**src/rtl/cgil_pkg.sv**
```systemverilog
// ----------------------------------------------------------------------------
// cgil_pkg
// Shared types and constants for the glyph coverage index lookup block.
// ----------------------------------------------------------------------------
package cgil_pkg;

    // Field widths fixed by the item format.
    localparam int GLYPH_W   = 16;
    localparam int INDEX_W   = 10;
    localparam int COUNT_W   = 11;
    localparam int FORMAT_W  = 2;
    localparam int COV_W     = 17;
    localparam int CFG_IDX_W = 2;

    // Item function codes.
    localparam logic FUNC_LOAD   = 1'b0;
    localparam logic FUNC_LOOKUP = 1'b1;

    // Table formats.
    localparam logic [FORMAT_W-1:0] FMT_SINGLE = 2'd1;
    localparam logic [FORMAT_W-1:0] FMT_RANGE  = 2'd2;

    // Configuration register indexes.
    localparam logic [CFG_IDX_W-1:0] REG_FORMAT = 2'd0;
    localparam logic [CFG_IDX_W-1:0] REG_COUNT  = 2'd1;

    // One table entry as stored in memory.
    typedef struct packed {
        logic [GLYPH_W-1:0] first;
        logic [GLYPH_W-1:0] last;
        logic [GLYPH_W-1:0] start;
    } entry_t;

    // One lookup result.
    typedef struct packed {
        logic             found;
        logic [COV_W-1:0] index;
    } result_t;

endpackage

```
**src/rtl/cgil_search.sv**
```systemverilog
// ----------------------------------------------------------------------------
// cgil_search
// Binary search sequencer. Issues one table read per cycle, compares the
// returned entry against the glyph and narrows the [lo, hi) window.
// ----------------------------------------------------------------------------
module cgil_search
    import cgil_pkg::*;
#(
    parameter int ADDR_W = 10
)
(
    input  logic                clk,
    input  logic                rst_n,
    input  logic                start,
    input  logic [GLYPH_W-1:0]  glyph,
    input  logic [FORMAT_W-1:0] table_format,
    input  logic [COUNT_W-1:0]  count,
    input  entry_t              rd_data,
    input  logic                slot_free,
    output logic                idle,
    output logic                rd_en,
    output logic [ADDR_W-1:0]   rd_addr,
    output logic                res_valid,
    output result_t             res
);

    localparam logic [1:0] ST_IDLE = 2'd0;
    localparam logic [1:0] ST_CMP  = 2'd1;
    localparam logic [1:0] ST_DONE = 2'd2;

    logic [1:0]         state_reg, state_next;
    logic [COUNT_W-1:0] lo_reg, lo_next;
    logic [COUNT_W-1:0] hi_reg, hi_next;
    logic [COUNT_W-1:0] mid_reg, mid_next;
    logic [GLYPH_W-1:0] glyph_reg, glyph_next;
    result_t            res_reg, res_next;

    logic               fmt_ok;
    logic               below;
    logic               above;
    logic [GLYPH_W-1:0] high_edge;
    logic [COUNT_W-1:0] lo_cmp;
    logic [COUNT_W-1:0] hi_cmp;
    logic [COUNT_W:0]   mid_sum;
    logic [COV_W-1:0]   range_index;

    // Entry comparison for the probe whose data has just returned. A glyph
    // below the entry takes priority, so a reversed range only moves hi.
    always_comb
    begin
        fmt_ok      = (table_format == FMT_SINGLE) || (table_format == FMT_RANGE);
        high_edge   = (table_format == FMT_SINGLE) ? rd_data.first : rd_data.last;
        below       = glyph_reg < rd_data.first;
        above       = glyph_reg > high_edge;
        lo_cmp      = (above && !below) ? (mid_reg + 1'b1) : lo_reg;
        hi_cmp      = below ? mid_reg : hi_reg;
        mid_sum     = {1'b0, lo_cmp} + {1'b0, hi_cmp};
        range_index = {1'b0, rd_data.start} + {1'b0, glyph_reg - rd_data.first};
    end

    // Sequencer next-state logic.
    always_comb
    begin
        state_next = state_reg;
        lo_next    = lo_reg;
        hi_next    = hi_reg;
        mid_next   = mid_reg;
        glyph_next = glyph_reg;
        res_next   = res_reg;
        rd_en      = 1'b0;
        res_valid  = 1'b0;

        unique case (state_reg)
            ST_IDLE:
            begin
                if (start)
                begin
                    glyph_next = glyph;
                    lo_next    = '0;
                    hi_next    = count;
                    mid_next   = {1'b0, count[COUNT_W-1:1]};
                    res_next   = '0;
                    if (fmt_ok && (count != '0))
                    begin
                        rd_en      = 1'b1;
                        state_next = ST_CMP;
                    end
                    else
                    begin
                        state_next = ST_DONE;
                    end
                end
            end
            ST_CMP:
            begin
                if (!below && !above)
                begin
                    res_next.found = 1'b1;
                    res_next.index = (table_format == FMT_SINGLE) ?
                                     COV_W'(mid_reg) : range_index;
                    state_next     = ST_DONE;
                end
                else
                begin
                    lo_next  = lo_cmp;
                    hi_next  = hi_cmp;
                    mid_next = mid_sum[COUNT_W:1];
                    if (lo_cmp < hi_cmp)
                    begin
                        rd_en = 1'b1;
                    end
                    else
                    begin
                        state_next = ST_DONE;
                    end
                end
            end
            ST_DONE:
            begin
                if (slot_free)
                begin
                    res_valid  = 1'b1;
                    state_next = ST_IDLE;
                end
            end
            default:
            begin
                state_next = ST_IDLE;
            end
        endcase
    end

    // Control state.
    always_ff @(posedge clk or negedge rst_n)
    begin
        if (!rst_n)
        begin
            state_reg <= ST_IDLE;
        end
        else
        begin
            state_reg <= state_next;
        end
    end

    // Search window and result.
    always_ff @(posedge clk)
    begin
        lo_reg    <= lo_next;
        hi_reg    <= hi_next;
        mid_reg   <= mid_next;
        glyph_reg <= glyph_next;
        res_reg   <= res_next;
    end

    assign idle    = (state_reg == ST_IDLE);
    assign rd_addr = mid_next[ADDR_W-1:0];
    assign res     = res_reg;

endmodule
```
**config.mk**
```make
export PLATFORM = sky130hd
export DESIGN_NAME = cgil_search
export DESIGN_NICKNAME = d
export VERILOG_FILES = /design/src/rtl/cgil_pkg.sv /design/src/rtl/cgil_search.sv
export SDC_FILE = /design/constraint.sdc
export NUM_CORES = 1
export LEC_CHECK = 0
export ABC_AREA = 1
export BUFFER_PORTS_ARGS = -buffer_cell sky130_fd_sc_hd__buf_2
export CAP_MARGIN = 20
export CORE_ASPECT_RATIO = 1.25
export CORE_UTILIZATION = 35
export DETAILED_ROUTE_END_ITERATION = 7
export SLEW_MARGIN = 5
export SYNTH_ARGS = -nofsm -noshare
export SYNTH_HDL_FRONTEND = slang
export SYNTH_SLANG_ARGS = --single-unit
export TNS_END_PERCENT = 5
```
**constraint.sdc**
```tcl
create_clock -name clk -period 6.95 [get_ports clk]
set_input_delay 0 -clock clk [delete_from_list [all_inputs] [get_ports clk]]
set_output_delay 0 -clock clk [all_outputs]
set_load 0.03 [all_outputs]
```
==> impl_metrics.py <==
metrics = {
    "die": {
        "die_height_um": 149,
        "die_w_um": 120,
        "ios": 112,
        "fp.dieArea_um2": 17900,
        "fp.coreArea_um2": 16900,
        "rows": 53,
        "start_util_pct": 35.8,
    },
    "sta": {
        "fin_crit_sh_pct": 68.7,
        "clock_skew_ns": 0.00858,
        "relSlewSlack_pct": 40.8,
        "setup_violations": 0,
        "rsz0062_at_grt": "no",
        "min_period_ns": 4.78,
        "hold_viol_final": 0,
        "worstMarginPinSlew_ns": 0.884,
        "maxSlewViolCount": 0,
        "setup_tns_ns": 0,
        "fin_ws_ns": 2.17,
        "max_freq_mhz": 209,
    },
    "cts": {
        "clock_path_buffers": 2,
        "cts-root-buf": "clkbuf_16",
        "hold_buffers": 28,
        "htree_levels": 3,
        "cts_resized": 0,
        "numClockSinks": 69,
        "postCtsSetupBuffers": 0,
        "clkLatencyLatePin_ns": 0.35,
        "cts_tree": "yes",
        "cts_made_buffers": 9,
        "clk_pin_slew_worst_paths_ns": 0.06,
    },
    "routing": {
        "route.detailed.drc": 0,
        "drt_iter0_drc": 270,
        "dr_wl_met2_um": 8600,
        "antenna_left": 0,
        "avgRoutedWirePerCell_um": 14.8,
        "drt-met1-wl_um": 7150,
        "top_layer": "met4",
        "drt-pass1-iter-count": 5,
        "wl_um": 16800,
        "viasPerCell": 4.88,
        "wl_met3_um": 782,
        "vias": 5527,
    },
    "worst_setup_path": {
        "path_buf_inv": 6,
        "worstPathMaxFanout": 25,
        "path_cells": "inv_1, ha_1, inv_1, fa_1, nand2_1, nand2_1, nand3_2, nand2_2, nand2_2, nand2_4, nand3_4, inv_1, or2_2, inv_1, a21oi_1, ha_1, inv_1, nor4_1, a21oi_1, o21bai_1, xor2_1, o221ai_1, buf_2",
        "cp.required_ns": 6.95,
        "end_kind": "primary output",
        "cpMaxStageDelayCell": "ha_1",
        "r2r_start": "glyph_reg[0]",
        "cp.arrival_ns": 4.78,
        "critPathTopFamily": "simple AND/OR/NAND/NOR gates",
        "startpoint": "glyph_reg[0]",
        "startpoint_type": "register",
        "crit_top_cell": "inv_1",
        "critPathMaxStageDelay_ns": 0.42,
        "worstSetupPathType": "reg2out",
    },
    "logic_synthesis": {
        "synth_common_cells": "nand2_1 (151), inv_1 (121), a21oi_1 (70), ha_1 (70), edfxtp_1 (57)",
        "dominantRegCellSynth": "edfxtp_1",
        "synthTopCellsByArea": "edfxtp_1 (28%), ha_1 (14%), nand2_1 (9.3%)",
        "synth-edff-count": 57,
        "ys_async_sr_fraction_pct": 2.90,
        "ys_warn_count": 0,
        "yosysUniqueCellTypes": 46,
        "synth_area_per_cell_um2": 7.79,
        "syn_inst": 778,
        "synth_top_area_share_pct": 28.2,
        "synth_nets": 932,
        "yosysTopAreaCell": "edfxtp_1",
        "ys_ff_latch": 69,
        "synth_area_um2": 6060,
        "yosysSeqAreaShare_pct": 32.4,
        "yosys.cell_count.top_type": "nand2_1",
    },
    "global_route": {
        "grt_pass1_vias": 5466,
        "grt.overflow.total": 0,
        "antenna_found_initial": 0,
        "grtUsageTotal_pct": 19.6,
        "grt_max_degree": 39,
        "grt_pass1_wl_um": 27000,
    },
    "placed_design": {
        "portBuffers": 111,
        "place_ws_ns": 1.86,
        "dpl.hpwl_um": 13000,
        "gp_congestion": 0.942,
    },
    "final_layout": {
        "regArea_um2": 1960,
        "multi_input_area_um2": 3490,
        "nNetsFinal": 1061,
        "syn_to_final_growth_pct": 22.1,
        "fillers": 1738,
        "diodes": 0,
        "largest_register_ffs": 18,
        "layout-drive-gt1-share_pct": 18.1,
    },
    "power_and_ir_drop": {
        "p_per_area_nw_per_um2": 466,
        "ir_drop_v": 0.000297,
        "p_leak_nw": 3.64,
    },
    "outcome": {
        "status": "finished, final reports clean",
    },
    "run": {
        "maxCapViolCount": 0,
    },
    "min_path": {
        "min_path_type": "in2async",
    },
}
-- placed cells by master (no fill, tap or decap), drive strengths merged, types with 2 or more instances in the layout --
| cell type | n |
|---|---|
| nand3 | 41 |
| dlygate4sd3 | 28 |
| ha | 70 |
| nand2 | 161 |
| dfxtp | 10 |
| a21oi | 71 |
| nor3 | 9 |
| o211ai | 2 |
| or2 | 9 |
| clkinvlp | 2 |
| clkbuf | 10 |
| o221ai | 6 |
| a221oi | 2 |
| xnor2 | 8 |
| a21o | 5 |
| nor2 | 41 |
| nand4 | 4 |
| a211oi | 7 |
| a22oi | 8 |
| a31oi | 4 |
| edfxtp | 57 |
| buf | 117 |
| and2 | 2 |
| nor4 | 6 |
| clkinv | 3 |
| o21ai | 61 |
| xor2 | 27 |
| inv | 125 |
| o21bai | 5 |
| dfrtp | 2 |
| fa | 3 |
-- report_power, final --
| group | switching, mW | total (mW) | internal, mW | leakage (nW) |
|---|---|---|---|---|
| registers | 0.0921 | 0.776 | 0.684 | 0.663 |
| logic | 1.47 | 2.20 | 0.730 | 2.83 |
| clock network | 0.195 | 0.473 | 0.277 | 0.138 |
-- cell families (layout without fill, tap and decap cells) --
logic type | count (synthesis) | after routing | synth area share, %
simple gates | 273 | 273 | 20.2
buf+inv | 152 | 286 | 10.2
xor+xnor | 35 | 35 | 5.06
flops | 69 | 69 | 32.4
fa+ha+maj | 73 | 73 | 15.4
compound gates | 176 | 176 | 16.8
-- cell type report --
type	instances	share of cell area (%)
Clock inverter	6	0.862
Inverter	125	6.34
Timing Repair Buffer	145	12.3
Multi-Input combinational cell	557	47.2
Sequential cell	69	26.5
Tap cell	220	3.72
Clock buffer	10	3.09
-- per-stage QoR --
stage	instances	area, µm²	hold slack (ns)	power [mW]	utilization (%)
floorplan	778	6060	-0.296	2.45	-
global placement	1085	6780	-0.193	2.94	40.1
detailed placement	1086	6790	-0.193	2.96	40.1
CTS	1130	7360	0.00438	3.46	43.5
global route	1132	7400	0.0133	3.76	43.8
finish	1132	7400	0.00617	3.45	43.8
-- metal layers --
layer  global-route usage [%]  vias to the layer above
met5                        0                        -
met4                     5.94                        0
met3                     3.75                       13
met2                     36.3                      142
met1                     22.7                     2500
li1                         -                     2872
-- path summary, 6_finish.rpt --
| check | slack (ns) | depth (start not counted) | to |
|---|---|---|---|
| min in group clk | 0.06 | 3 | hi_reg[1] |
| worst max register to register | 2.61 | 22 | mid_reg[7] |
| worst max-delay path | 2.17 | 23 | rd_addr[7] |
| worst min-delay path | 0.006 | 2 | state_reg[0] |
| worst min register to register | 0.55 | 2 | mid_reg[5] |
| max in group asynchronous | 6.84 | 2 | state_reg[1] |
Power figures use the tool's default switching activity.
